===== config.mk =====
export PLATFORM = sky130hd
export DESIGN_NAME = cau_front
export DESIGN_NICKNAME = d
export VERILOG_FILES = /design/src/hdl/assert_macros.svh /design/src/hdl/cau_pkg.sv /design/src/hdl/cau_front.sv
export SDC_FILE = /design/constraint.sdc
export NUM_CORES = 1
export LEC_CHECK = 0
export BUFFER_PORTS_ARGS = -buffer_cell sky130_fd_sc_hd__clkbuf_2
export CAP_MARGIN = 20
export CORE_AREA = 2 2 127 129
export DETAILED_ROUTE_END_ITERATION = 6
export DIE_AREA = 0 0 129 131
export GPL_TIMING_DRIVEN = 0
export PLACE_DENSITY = 0.81
export SYNTH_ARGS = -nofsm -noshare
export SYNTH_HDL_FRONTEND = slang
export SYNTH_SLANG_ARGS = --single-unit

===== constraint.sdc =====
create_clock -name vclk -period 10.6
set_clock_uncertainty 0.1 [all_clocks]
set_input_delay 0 -clock vclk [all_inputs]
set_output_delay 0 -clock vclk [all_outputs]
set_load 0.005 [all_outputs]

===== src/hdl/assert_macros.svh =====
// Assertion macros shared by the RTL.
`ifndef ASSERT_MACROS_SVH
`define ASSERT_MACROS_SVH
// Implication checked on every clock edge outside reset.
`define ASSERT_IMPL(label, clk, rst_n, ante, cons, msg) \
	label: assert property (@(posedge clk) disable iff (!rst_n) (ante) |-> (cons)) \
		else $error(msg);
// Implication whose consequence is checked in the cycle after the antecedent.
`define ASSERT_NEXT(label, clk, rst_n, ante, cons, msg) \
	label: assert property (@(posedge clk) disable iff (!rst_n) (ante) |=> (cons)) \
		else $error(msg);
`endif


===== src/hdl/cau_pkg.sv =====
// Types, codes and helpers of the complex arithmetic unit.
package cau_pkg;
	localparam logic [2:0] FUNC_ADD  = 3'd0;
	localparam logic [2:0] FUNC_SUB  = 3'd1;
	localparam logic [2:0] FUNC_MUL  = 3'd2;
	localparam logic [2:0] FUNC_DIV  = 3'd3;
	localparam logic [2:0] FUNC_CONJ = 3'd4;
	localparam logic [2:0] FUNC_MAG  = 3'd5;

	localparam logic [1:0] STATUS_OK  = 2'd0;
	localparam logic [1:0] STATUS_DZ  = 2'd1;
	localparam logic [1:0] STATUS_SAT = 2'd2;

	// Kind of work that the back end performs for an item.
	localparam logic [1:0] KIND_DONE = 2'd0;
	localparam logic [1:0] KIND_MUL  = 2'd1;
	localparam logic [1:0] KIND_DIV  = 2'd2;
	localparam logic [1:0] KIND_MAG  = 2'd3;

	typedef struct packed {
		logic [1:0]  kind;
		logic [31:0] a_re;
		logic [31:0] a_im;
		logic [31:0] b_re;
		logic [31:0] b_im;
		logic [31:0] res_re;
		logic [31:0] res_im;
		logic [1:0]  status;
	} cau_op_t;

	localparam int OP_BITS = $bits(cau_op_t);
endpackage


===== src/hdl/cau_front.sv =====
// Front end: decodes the item, finishes the simple operations, sign-extends operands.
module cau_front import cau_pkg::*; #(
	parameter int DATA_WIDTH = 32
) (
	input  logic [2:0]  func,
	input  logic [31:0] a_re,
	input  logic [31:0] a_im,
	input  logic [31:0] b_re,
	input  logic [31:0] b_im,
	output cau_op_t     op
);
	localparam logic signed [DATA_WIDTH:0] POS = {2'b00, {(DATA_WIDTH-1){1'b1}}};
	localparam logic signed [DATA_WIDTH:0] NEG = ~POS;

	logic signed [DATA_WIDTH-1:0] ar, ai, br, bi;
	logic signed [DATA_WIDTH:0] sr, si;
	logic sat_r, sat_i;

	function automatic logic [31:0] sx(input logic signed [DATA_WIDTH-1:0] v);
		sx = 32'(signed'(v));
	endfunction

	function automatic logic [DATA_WIDTH:0] clamp(input logic signed [DATA_WIDTH:0] v,
		output logic s);
		s = 1'b0;
		clamp = v;
		if (v > POS) begin
			s = 1'b1;
			clamp = POS;
		end else if (v < NEG) begin
			s = 1'b1;
			clamp = NEG;
		end
	endfunction

	always_comb begin
		logic [DATA_WIDTH:0] cr, ci;
		ar = a_re[DATA_WIDTH-1:0];
		ai = a_im[DATA_WIDTH-1:0];
		br = b_re[DATA_WIDTH-1:0];
		bi = b_im[DATA_WIDTH-1:0];
		op.a_re = sx(ar);
		op.a_im = sx(ai);
		op.b_re = sx(br);
		op.b_im = sx(bi);
		op.res_re = '0;
		op.res_im = '0;
		op.status = STATUS_OK;
		op.kind = KIND_DONE;
		sr = '0;
		si = '0;
		unique case (func)
			FUNC_ADD: begin
				sr = ar + br;
				si = ai + bi;
			end
			FUNC_SUB: begin
				sr = ar - br;
				si = ai - bi;
			end
			FUNC_CONJ: begin
				sr = ar;
				si = -ai;
			end
			FUNC_MUL: op.kind = KIND_MUL;
			FUNC_DIV: op.kind = KIND_DIV;
			FUNC_MAG: op.kind = KIND_MAG;
			default: ;
		endcase
		cr = clamp(sr, sat_r);
		ci = clamp(si, sat_i);
		op.res_re = sx(cr[DATA_WIDTH-1:0]);
		op.res_im = sx(ci[DATA_WIDTH-1:0]);
		if (sat_r || sat_i)
			op.status = STATUS_SAT;
	end
endmodule


## Yosys cells after proc, flatten, opt, wreduce, memory -nomap -nowiden

Index checks and enable logic that the tools add are counted.

| word-level totals | value |
|---|---|
| latch bits | 0 |
| logic and storage cells | 28 |
| ROM bits | 0 |
| output and inout bits | 196 |
| bits in registers | 0 |
| memories | 0 |
| bits in writable memories | 0 |

| cells by class | value |
|---|---|
| reductions and logical operators | 2 |
| shifts and indexed selects | 0 |
| add/subtract/negate cells | 5 |
| bitwise operators | 0 |
| $mul | 0 |
| equal/unequal tests | 5 |
| div/mod/pow operators | 0 |
| multiplexer cells | 12 |
| order comparisons | 4 |

Operator list:

| operator | count |
|---|---|
| case mux 33 bit (3 select lines) | 2 |
| 2-to-1 mux 32 bit | 4 |
| adder 32 x 32 -> 33 bit | 2 |
| greater-than comparator 33 x 32 -> 1 bit, second input constant | 2 |
| less-than comparator 33 x 32 -> 1 bit, second input constant | 2 |
| subtractor 32 x 32 -> 33 bit | 2 |
| negation 32 -> 33 bit | 1 |
| equality test 3 x 2 -> 1 bit, second input constant | 2 |
| equality test 3 bit, second input constant | 2 |
| case mux 2 bit (3 select lines) | 1 |
| 2-to-1 mux 1 bit | 4 |
| equality test 3 x 1 -> 1 bit, second input constant | 1 |
| logical NOT 3 bit | 1 |
| 2-to-1 mux 2 bit | 1 |
| logical OR 1 bit | 1 |

## Longest topological paths before layout

| logic depth | value |
|---|---|
| word-level depth | 7 |
| mapped depth | 20 |

## Worst setup path before layout

No wires, ideal clock.

| path | value |
|---|---|
| path kind | input to output |
| start | input b_im[2] |
| end | output op[28] (netlist bit) |
| cell stages on the path | 20 |
| arrival | 4.325 ns |
| data required time | 10.500 ns |
| buffers on the path | 2 |
| slack | 6.175 ns |
| cells stage by stage | or4_1 > nand2b_1 > or4_1 > nor3_1 > nand2_1 > o31ai_2 > nand2_1 > xnor2_1 > ha_1 > clkbuf_1 > a21o_1 > a21o_1 > a221o_1 > a41oi_1 > a21oi_1 > o32a_4 > nor2_8 > nor2_4 > buf_6 > a31oi_1 |

RTL lines:

| item | RTL line | source |
|---|---|---|
| start, declared | cau_front.sv:9 | `input logic [31:0] b_im,` |
| end, declared | cau_front.sv:10 | `output cau_op_t op` |

==> summary.txt <==
Routing
  • Starting DRT DRC Count: roughly 800
  • Drt total wl: between 20,000 and 30,000 um
  • DRC Markers: 0
  • WL/cell: ~18 um
  • DRT Pass-1 Iters: 6
  • Final ANT Viol Nets: 0
  • Via count: 9,618
  • DR vias/cell: 5.85

Die
  • Die area: roughly 17,000 um^2
  • Row cnt: 46
  • Starting Density: 0.478
  • I/O pins: 327
  • Die height: 131 um
  • Core ar.: 15,600 um^2
  • Die Width: 129 um

Power
  • Internal power: 0.273 mW
  • Pwr/cell area: 67.2 nW/um^2
  • Pleak: 4.55 nW
  • Power Total: 0.629 mW
  • Peak supply drop: approximately 0.000029 V
  • Seq pwr share: 0
  • Clock network fraction of total power: 0
  • Sw frac: 0.567
  • Gate power share: 1.000
  • Switching Power: 0.357 mW

Layout
  • Design Area, Final: approximately 9400 um^2
  • Seq Cell Count: 0
  • Clock buf count: 0
  • Area delta synth->final: 25.5%
  • Final nets: 1,630
  • Final core occ: 0.600
  • Commonest non-fill, non-tap cells in the layout: clkbuf_2, buf_4, a21oi_1
  • Number of diodes: 0
  • Fin cells: 1,644
  • Share of cells above drive strength 1: 0.336
  • Commonest non-fill, non-tap cell in the layout: clkbuf_2
  • Seq. cell area: 0 um^2

Clock tree
  • Cts repair resizes: 0
  • Hold_buf cts: 0
  • Post-CTS setup buffers: 0

Synthesis
  • Yosys Warn Count: 0
  • Cell area after synthesis: ~7500 um^2
  • Cell accounting for the most synthesized area: buf_4
  • Synth top area share: 0.130
  • Mapped Nets: 1,302
  • Post-Syn Instances: around 1,100
  • Sequential share of the synthesized area: 0
  • Top post-synthesis cells by area: buf_4, ha_1, xnor2_1, xor2_1, a21oi_1
  • Yosys cell types: between 70 and 80
  • Syn Area/Cell: about 6.8 um^2

Setup path
  • Crit path max-delay cell type: o41ai_2
  • Top delay family on crit path: simple AND/OR/NAND/NOR gates
  • Cell Chain, Critical Path: clkbuf_2 > nor4_1 > nand2b_1 > or4_1 > o41ai_2 > nand2_1 > xnor2_1 > ha_1 > clkbuf_1 > nand2_1 > nor4_1 > nand3_1 > a211oi_1 > nor2_1 > o311ai_1 > xor2_1 > nand3_1 > clkbuf_1 > a31oi_1 > clkbuf_2
  • Crit-path max cell delay: roughly 0.84 ns
  • CP arrival: approximately 6.1 ns
  • CP Buf/Inv Count: 4
  • Crit Path Class: in2out
  • Critical path startpoint category: input pin
  • CP endpoint kind: output port
  • Req. time, crit path: 10.50 ns
  • Crit-path max FO: 10

STA
  • Final setup viols: 0
  • Post-route clock period utilization: 0.581
  • Crit path time final: 6.16 ns
  • FMAX: 0.162 GHz
  • Final WS setup: 4.44 ns
  • Pins over their slew limit: 0
  • Worst-Margin Slew: 1.00 ns
  • WHS: 0.191 ns
  • Setup tns final: 0 ns
  • Slew headroom: 0.316
  • Final Hold Fails: 0
  • RSZ-0062 raised after global routing: false

Placed design
  • Port Buf Inserts: 326
  • Placed cell count: 1,644
  • GP Congestion: 0.964
  • Dpl hpwl: around 25,000 um
  • Pre-CTS setup slack: 4.61 ns
  • Placed Instance Area: 9360 um^2

Run status
  • Status: completed

Flow run
  • Max_cap viols: 0

Global routing
  • GRT Util Overall: 0.330
  • Vias in the first global route: 8,609
  • Busiest layer in global routing: met2
  • GRT met3 Usage: 0.0261
  • Initial antenna violation count: 0
  • Gr ovfl total: 0
  • Largest net degree at the start of global routing: 11
  • First-pass GRT wire length: approximately 45,000 um
  • Routing usage on met2: 0.582
  • Met1 global-route usage: 0.421

Worst hold path
  • Worst hold path type: in2out
[cell usage after synthesis (12+ instances only)]
library cell and n:
clkbuf_1 43, ha_1 67, o21ai_0 64, a22oi_1 39
a21oi_1 111, nor4_1 15, xor2_1 67, a21o_1 27
nand2b_1 12, nand3_1 19, nand2_1 73, buf_4 129
o31ai_1 18, nand4_1 20, or3_1 17, xnor2_1 75
inv_1 22, nor2_1 75, a31oi_1 13, a211oi_1 15
nor3_1 21
[final timing paths]
kind     start  endpoint  slack [ns]  depth (start not counted)
max    b_re[6]    op[64]        4.44                         20
min   a_re[18]   op[180]        0.19                          3
[routing by layer]
layer | vias up | wire, um
met1 | 4404 | 12200
met4 | 0 | 1200
met5 | - | 0
li1 | 4617 | -
met2 | 513 | 14000
met3 | 84 | 2350
[kinds of logic (layout without fill, tap and decap cells)]
group	count (synthesis)	count (layout)	synth area share
AOI/OAI and AO/OA	369	369	0.320
xor gates and xnor gates	142	142	0.167
adders and majority gates	74	74	0.124
buffers and inverters	204	530	0.171
muxes	3	3	0.00402
other	1	1	0.000503
and+or+nand+nor	309	309	0.213
[power by group through the flow]
stage / Sequential, mW / Clock (mW) / Combinational (mW)
final: 0 / 0 / 0.629
after global routing: 0 / 0 / 0.686
after CTS: 0 / 0 / 0.619
after detailed placement: 0 / 0 / 0.615
after global placement: 0 / 0 / 0.611
after floorplan: 0 / 0 / 0.400
[layout make-up]
type	instances	area [um^2]
multi-input cells	898	6180
plain buffers	182	1200
inverters	22	82.6
repair buffers	326	1630
fillers	1531	6230
well taps	216	270
(Power assumes the default switching activity.)
