[src/hdl/assert_macros.svh]
// Assertion macros shared by the RTL.
`ifndef ASSERT_MACROS_SVH
`define ASSERT_MACROS_SVH
// Implication checked on every clock edge outside reset.
`define ASSERT_IMPL(label, clk, rst_n, ante, cons, msg) \
	label: assert property (@(posedge clk) disable iff (!rst_n) (ante) |-> (cons)) \
		else $error(msg);
// Implication whose consequence is checked in the cycle after the antecedent.
`define ASSERT_NEXT(label, clk, rst_n, ante, cons, msg) \
	label: assert property (@(posedge clk) disable iff (!rst_n) (ante) |=> (cons)) \
		else $error(msg);
`endif

[src/hdl/cau_pkg.sv]
// Types, codes and helpers of the complex arithmetic unit.
package cau_pkg;
	localparam logic [2:0] FUNC_ADD  = 3'd0;
	localparam logic [2:0] FUNC_SUB  = 3'd1;
	localparam logic [2:0] FUNC_MUL  = 3'd2;
	localparam logic [2:0] FUNC_DIV  = 3'd3;
	localparam logic [2:0] FUNC_CONJ = 3'd4;
	localparam logic [2:0] FUNC_MAG  = 3'd5;

	localparam logic [1:0] STATUS_OK  = 2'd0;
	localparam logic [1:0] STATUS_DZ  = 2'd1;
	localparam logic [1:0] STATUS_SAT = 2'd2;

	// Kind of work that the back end performs for an item.
	localparam logic [1:0] KIND_DONE = 2'd0;
	localparam logic [1:0] KIND_MUL  = 2'd1;
	localparam logic [1:0] KIND_DIV  = 2'd2;
	localparam logic [1:0] KIND_MAG  = 2'd3;

	typedef struct packed {
		logic [1:0]  kind;
		logic [31:0] a_re;
		logic [31:0] a_im;
		logic [31:0] b_re;
		logic [31:0] b_im;
		logic [31:0] res_re;
		logic [31:0] res_im;
		logic [1:0]  status;
	} cau_op_t;

	localparam int OP_BITS = $bits(cau_op_t);
endpackage

[src/hdl/cau_queue.sv]
// Short first-in first-out queue between the front and back ends.
module cau_queue import cau_pkg::*; #(
	parameter int DEPTH = 4
) (
	input  logic    clk,
	input  logic    arst_n,
	input  logic    wr_valid,
	output logic    wr_ready,
	input  cau_op_t wr_data,
	output logic    rd_valid,
	input  logic    rd_ready,
	output cau_op_t rd_data
);
	localparam int AW = $clog2(DEPTH);
	cau_op_t mem_q [DEPTH];
	logic [AW-1:0] wp_q, rp_q;
	logic [AW:0] cnt_q;
	logic push, pop;

	assign wr_ready = cnt_q != (AW+1)'(DEPTH);
	assign rd_valid = cnt_q != '0;
	assign push = wr_valid && wr_ready;
	assign pop = rd_valid && rd_ready;
	assign rd_data = mem_q[rp_q];

	always_ff @(posedge clk) begin
		if (push)
			mem_q[wp_q] <= wr_data;
	end

	always_ff @(posedge clk or negedge arst_n) begin
		if (!arst_n) begin
			wp_q <= '0;
			rp_q <= '0;
			cnt_q <= '0;
		end else begin
			if (push)
				wp_q <= (wp_q == AW'(DEPTH-1)) ? '0 : wp_q + 1'b1;
			if (pop)
				rp_q <= (rp_q == AW'(DEPTH-1)) ? '0 : rp_q + 1'b1;
			cnt_q <= cnt_q + (AW+1)'(push) - (AW+1)'(pop);
		end
	end
endmodule

[config.mk]
export PLATFORM = sky130hd
export DESIGN_NAME = cau_queue
export DESIGN_NICKNAME = d
export VERILOG_FILES = /design/src/hdl/assert_macros.svh /design/src/hdl/cau_pkg.sv /design/src/hdl/cau_queue.sv
export SDC_FILE = /design/constraint.sdc
export NUM_CORES = 1
export LEC_CHECK = 0
export BUFFER_PORTS_ARGS = -buffer_cell sky130_fd_sc_hd__buf_2
export CAP_MARGIN = 20
export CORE_MARGIN = 4
export CORE_UTILIZATION = 57
export DETAILED_ROUTE_END_ITERATION = 16
export PLACE_DENSITY = 0.79
export SLEW_MARGIN = 5
export SYNTH_ARGS = -nofsm -noshare
export SYNTH_HDL_FRONTEND = slang
export SYNTH_SLANG_ARGS = --single-unit
[constraint.sdc]
create_clock -name clk -period 8.5 [get_ports clk]
set_clock_uncertainty 0.15 [all_clocks]
set_input_delay 1.7 -clock clk [delete_from_list [all_inputs] [get_ports clk]]
set_output_delay 1.7 -clock clk [all_outputs]
set_load 0.02 [all_outputs]
Word level (Yosys, flattened, before mapping)
Memories as Yosys holds them, arrays and structs flattened.
Index checks and enable logic that the tools add are counted.
Cells by class
  $add $sub $neg: 4
  eq/ne operators: 3
  multiplexer cells: 4
  reduce and logical (&&, ||, !) cells: 3
Operator list (number)
  $add 2x1->2 const B: 2
  $eq 2x2->1 const B: 2
  $mux 2: 2
  $add 3x1->3: 1
  $ne 3x3->1 const B: 1
  $reduce_bool 3->1: 1
  $sub 3x1->3: 1
  $logic_and 1x1->1: 2
  $mux 1: 2
Word-level totals
  flip-flop bits (word level): 7
  bits in writable memories: 784
  bits of input ports: 200
  output and inout port bits: 198
  word-level logic and storage cells: 18
  memories: 1
Memories
  mem_q: words 4, width 196, read ports 1, clocked after Yosys merged registers in 0, write ports 1, RTL line cau_queue.sv:15  | cau_op_t mem_q [DEPTH];

Longest topological paths before layout
Gate-level depths: netlist of the first run.
  depth after elaboration: 4
  mapped depth: 10
  depth with buffers taken out: 10

Least setup slack after synthesis of the first run
OpenSTA, ideal clock, no wires.
  path type: in2reg
  start point: in wr_valid
  end point: mem mem_q[0][0] in the netlist's numbering (enable)
  library setup time: 0.582 ns
  arrival: 6.208 ns
  data required time: 7.768 ns
  path slack: 1.560 ns
  stages: 1
  buffers on the path: 0
  cells stage by stage: and3_1
On the way
  word-level cells in the longest chain between the ends: 3
RTL lines
  start, declared: RTL line cau_queue.sv:7  | input logic wr_valid,
  $logic_and 1x1->1: RTL line cau_queue.sv:22  | assign push = wr_valid && wr_ready;
  $mux 1: RTL line cau_queue.sv:27  | if (push)
  $mux 1 (not written as such): RTL line cau_queue.sv:28  | mem_q[wp_q] <= wr_data;
  end, declared: RTL line cau_queue.sv:15
Every way passes these cells.

==> results.yml, run 1 <==
sta:
  hold_ws_ns: 0.3814
  setup_slack_ns: 3.048
  rsz0062_at_grt: "no"
  drv_slew: 0
  fin_crit_sh_pct: 64.15
  final-setup-viol-count: 0
  slew_headroom_pct: 29.55
  setup_tns_ns: 0
  timing.final.hold_violations: 0
  min_period_ns: 5.452
  max_freq_mhz: 183.4
  worstMarginPinSlew_ns: 1.057
placed_design:
  place_area_um2: 31390
  io_buffers: 397
  dpl.hpwl_um: 35890
  place_ws_ns: 3.658
  gp_congestion: 0.7506
floorplan:
  die_h_um: 232.4
  die_x_um: 232.4
  initial_core_util_pct: 58.16
  io_pins: 398
  dieArea_um2: 54010
  core_um2: 49360
  rows: 81
global_route:
  grt_pass1_wl_um: 90630
  first_global_vias: 14140
  grt_overflow: 0
  grt_max_degree: 95
  antenna_found_initial: 24
  grt_use_total_pct: 22.85
routing:
  vias: 13190
  initialDrtViolationCount: 929
  dr.pass1.iters: 5
  ant_nets: 0
  avgViaCountPerCell: 5.858
  wire_per_inst_um: 27.04
  drt_wl_total_um: 60870
  drc: 0
power:
  power.leakage_uw: 0.01159
  ir_worst_vdd_v: 0.0003720
  power_density_nw_per_um2: 377.7
worst_setup_path:
  required_ns: 6.65
  max_stage_delay_ns: 0.89
  cp-start-kind: "flip-flop"
  critical_path.endpoint_type: "output pin"
  cp_max_fo: 49
  r2r_cells: 3
  cp_cell_sequence: "buf_4 -> buf_4 -> mux4_2 -> buf_2"
  worst_path_max_delay_cell: "dfrtp_4"
  crit_path_frequent_cell: "buf_4"
  worstPathArrival_ns: 3.60
  crit_type: "reg2out"
  reg2reg_slack_ns: 5.46
yosys:
  yosys-top-cells-area: "edfxtp_1, mux4_2, dfrtp_1"
  avgSynthCellArea_um2: 27.03
  netlist-cell-type-count: 18
  mappedNetlistArea_um2: 28710
  yosysTopAreaCell: "edfxtp_1"
  synthCells: 1062
  ys_seq_area_share_pct: 82.63
  ys_ff_latch: 791
  netlist.area_leader.share_pct: 82.02
  mappedNetlistNets: 1270
  ys_warn_count: 0
final_layout:
  drive_above_1_share_pct: 46.41
  final_cell_mix: "edfxtp_1, buf_2, mux4_2, clkbuf_16"
  syn2layout_area_growth_pct: 18.72
  nets: 1721
  fin_area_um2: 34080
  final_core_util_pct: 69.04
  final_common_cell: "edfxtp_1"
min_path:
  min-delay-path-class: "reg2reg"
  whs_path_depth: 1
cts:
  cts_root_buffer: "clkbuf_16"
  cts_sinks: 791
  clk_latency_ns: 0.59
  numCtsBuffers: 77
  path_clk_slew_ns: 0.06
  htree_levels: 3
  cts_resized: 0
  max-clock-path-buffers: 3
  cts_tree: "yes"
  ctsHoldBuffers: 0
  cts_setup_buffers: 0
flow_run:
  maxCapViolations: 0
status:
  status: "finished, final reports clean"
==> stage by stage <==
| step | instances | total power, uW |
|---|---|---|
| 2_1_floorplan | 1062 | 8271 |
| 3_3_place_gp | 2097 | 9348 |
| 3_5_place_dp | 2097 | 9441 |
| 4_1_cts | 2236 | 13000 |
| 5_1_grt | 2244 | 13400 |
| 6_report | 2251 | 12870 |
==> worst paths after layout <==
kind	start	endpoint
worst max-delay path	rp_q[1]$_DFFE_PN0P_	rd_data[80]
worst min-delay path	cnt_q[2]$_DFF_PN0_	cnt_q[2]$_DFF_PN0_
worst max register to register	cnt_q[2]$_DFF_PN0_	mem_q[1][101]$_DFFE_PP_
worst min register to register	cnt_q[2]$_DFF_PN0_	cnt_q[2]$_DFF_PN0_
max in group asynchronous	arst_n	rp_q[0]$_DFFE_PN0P_
min in group asynchronous	arst_n	cnt_q[0]$_DFF_PN0_
==> where the power goes <==
group	switching [uW]	total (uW)	leakage [uW]	internal, uW
sequential	259	5420	0.00726	5160
combinational	2420	3940	0.00306	1520
clock	1370	3510	0.00127	2150
total	4040	12900	0.0116	8830
==> registers in the layout (all words and copies together), names as in the netlist <==
name	flops
mem_q	784
rp_q	2
wp_q	2
cnt_q	3
==> final cells by class <==
cell class                 count  area [um2]
multi-input combinational    220        4674
inverter                       7       26.28
sequential                   791       23730
antenna                       14       35.03
clock inverter                39       505.5
tap                          664       830.8
fill                        2902       15280
timing repair buffer         416        2162
clock buffer                 100        2118
==> cell usage after synthesis (all sizes together) <==
library cell and count:
and2 1, nand2 1, inv 7, and3 4
mux4 196, edfxtp 784, buf 38, dfrtp 7
clkbuf 6, or3 1, ha 7, fa 1
mux2 4, nor2 2, xnor2 2, or3b 1
==> logic make-up after synthesis <==
family	count (synthesis)	synth area share (%)
flops	791	82.63
mux	200	15.56
buf+inv	51	1.159
simple gates	10	0.2179
fa+ha+maj	8	0.3748
xor+xnor	2	0.06103
==> per-layer routing <==
layer  routed length [um]  vias up  global-route usage (%)
met4                 1809       28                   6.819
li1                     -     5541                       -
met2                30870      604                   37.62
met5                  181        -                   1.195
met3                 6251      140                   8.301
met1                21770     6873                   28.96
==> critical path, delay by kind of cell (launching register included) <==
kind / cells / cell delay, ns
buffers and inverters: 3 / 1.52
multiplexers: 1 / 0.46
flip-flops: 1 / 0.89
(Power assumes the default switching activity.)
==> inputs of run 2 (changes only) <==
==> constraint.sdc (replaced) <==
create_clock -name clk -period 5.2 [get_ports clk]
set_clock_uncertainty 0.15 [all_clocks]
set_input_delay 1.04 -clock clk [delete_from_list [all_inputs] [get_ports clk]]
set_output_delay 1.04 -clock clk [all_outputs]
set_load 0.02 [all_outputs]
==> results.yml, run 2 (synthesis results as in run 1) <==
sta:
  drv_slew: 0
  slew_headroom_pct: 29.50
  max_freq_mhz: 243.9
  fin_crit_sh_pct: 78.85
  final-setup-viol-count: 0
  rsz0062_at_grt: "no"
  timing.final.hold_violations: 0
  worstMarginPinSlew_ns: 1.057
  min_period_ns: 4.100
  setup_tns_ns: 0
power:
  power_density_nw_per_um2: 611.4
  power.leakage_uw: 0.01163
  ir_worst_vdd_v: 0.0006226
final_layout:
  final_cell_mix: "edfxtp_1, buf_2, mux4_2, clkbuf_16, buf_4"
  drive_above_1_share_pct: 47.32
  largest_reg_flops: 784
  nets: 1734
  final_common_cell: "edfxtp_1"
  largest-register: "mem_q"
  top_regs: "mem_q: 784 flops, cnt_q: 3 flops"
  syn2layout_area_growth_pct: 19.04
  stdcell_count: 2261
  nFillCells: 2867
global_route:
  grt_overflow: 0
  grt_max_degree: 72
  busiest_layer: "met2"
  gr-usage-met2_pct: 37.26
  antenna_found_initial: 22
  grt_use_met1_pct: 29.49
  grtUsageMet3_pct: 8.386
  grt_pass1_wl_um: 90100
  first_global_vias: 14070
  grt_use_total_pct: 22.80
cts:
  cts_resized: 0
  max-clock-path-buffers: 3
  ctsHoldBuffers: 0
  htree_levels: 3
  cts_root_buffer: "clkbuf_16"
  cts_tree: "yes"
  cts_setup_buffers: 0
  numCtsBuffers: 77
  cts_sinks: 791
  clk_latency_ns: 0.60
  path_clk_slew_ns: 0.06
routing:
  drc: 0
  drt_wl_total_um: 60460
  avgViaCountPerCell: 5.821
  initialDrtViolationCount: 1013
  vias: 13160
  wire_per_inst_um: 26.74
  ant_nets: 0
  dr.pass1.iters: 4
placed_design:
  gp_congestion: 0.7503
  dpl.hpwl_um: 36530
  dp.cells: 2111
  io_buffers: 397
floorplan:
  die_h_um: 232.4
  io_pins: 398
  die_x_um: 232.4
  dieArea_um2: 54010
  core_um2: 49360
  initial_core_util_pct: 58.16
  rows: 81
worst_setup_path:
  reg2reg_slack_ns: 2.57
  r2r_cells: 10
  cp_max_fo: 42
  max_stage_delay_ns: 1.00
  crit_type: "reg2out"
  worst_path_max_delay_cell: "dfrtp_4"
  cp_cell_sequence: "buf_4 -> mux4_2 -> buf_2"
  r2r-start: "cnt_q[1]$_DFF_PN0_"
  r2r_end: "cnt_q[2]$_DFF_PN0_"
  worstPathArrival_ns: 2.91
  path_buf_inv: 2
  cp-start-kind: "flip-flop"
  critical_path.endpoint_type: "output pin"
  startpoint: "rp_q[0]$_DFFE_PN0P_"
  critPathTopFamily: "flip-flops"
  required_ns: 4.01
status:
  status: "finished, final reports clean"
flow_run:
  maxCapViolations: 0
min_path:
  min-delay-path-class: "in2async"
==> run 2: cell types whose count changed in the layout (fill, tap and decap cells not counted), moves of 2 or more <==
cell        change
bufinv_16       -6
buf_12         +12
clkinv_1        -5
clkbuf_1        -2
clkinvlp_4      +4
diode_2         -4
inv_6           +3
buf_4           +2
clkinv_2        +7
==> run 2: where the power goes <==
group	total, uW	internal (uW)	switching, uW
logic	6510	2600	3910
clock network	5490	3200	2290
registers	8890	8410	474
==> run 2: routing by layer <==
layer	wire length, um	vias to the layer above
met5	171	-
met4	1461	26
met3	5801	118
met2	31010	537
met1	22020	6922
li1	-	5558
==> run 2: stage by stage <==
stage | setup WS [ns] | total power [uW] | hold WS, ns | utilization [%] | area (um2)
final | 1.100 | 20890 | 0.1075 | 69.23 | 34170
after global routing | 0.8934 | 21770 | 0.08159 | 69.20 | 34150
after CTS | 0.9889 | 21120 | 0.07639 | 69.18 | 34150
after detailed placement | 1.676 | 15560 | 0.3375 | 64.12 | 31650
after global placement | 1.718 | 15420 | 0.3292 | 64.12 | 31650
after floorplan | 1.168 | 13360 | 0.3029 | - | 28710
==> run 2: worst max-delay path by stage <==
| stage | cells past startpoint | slack, ns | end |
|---|---|---|---|
| final | 3 | 1.10 | rd_data[130] |
| after global routing | 3 | 0.89 | rd_data[130] |
| after CTS | 3 | 0.99 | rd_data[130] |
| after detailed placement | 3 | 1.68 | rd_data[130] |
| after global placement | 3 | 1.72 | rd_data[127] |
| after floorplan | 1 | 1.17 | mem_q[0][0]$_DFFE_PP_ |
==> run 2: area by class of cell <==
class                      count  area [um2]  share of cell area, %
inverter                       7       26.28                0.07689
timing repair buffer         429        2390                  6.994
clock inverter                43       414.1                  1.212
multi-input combinational    220        4674                  13.68
antenna                       10       25.02                0.07323
sequential                   791       23730                  69.43
clock buffer                  97        2086                  6.104
tap                          664       830.8                  2.431
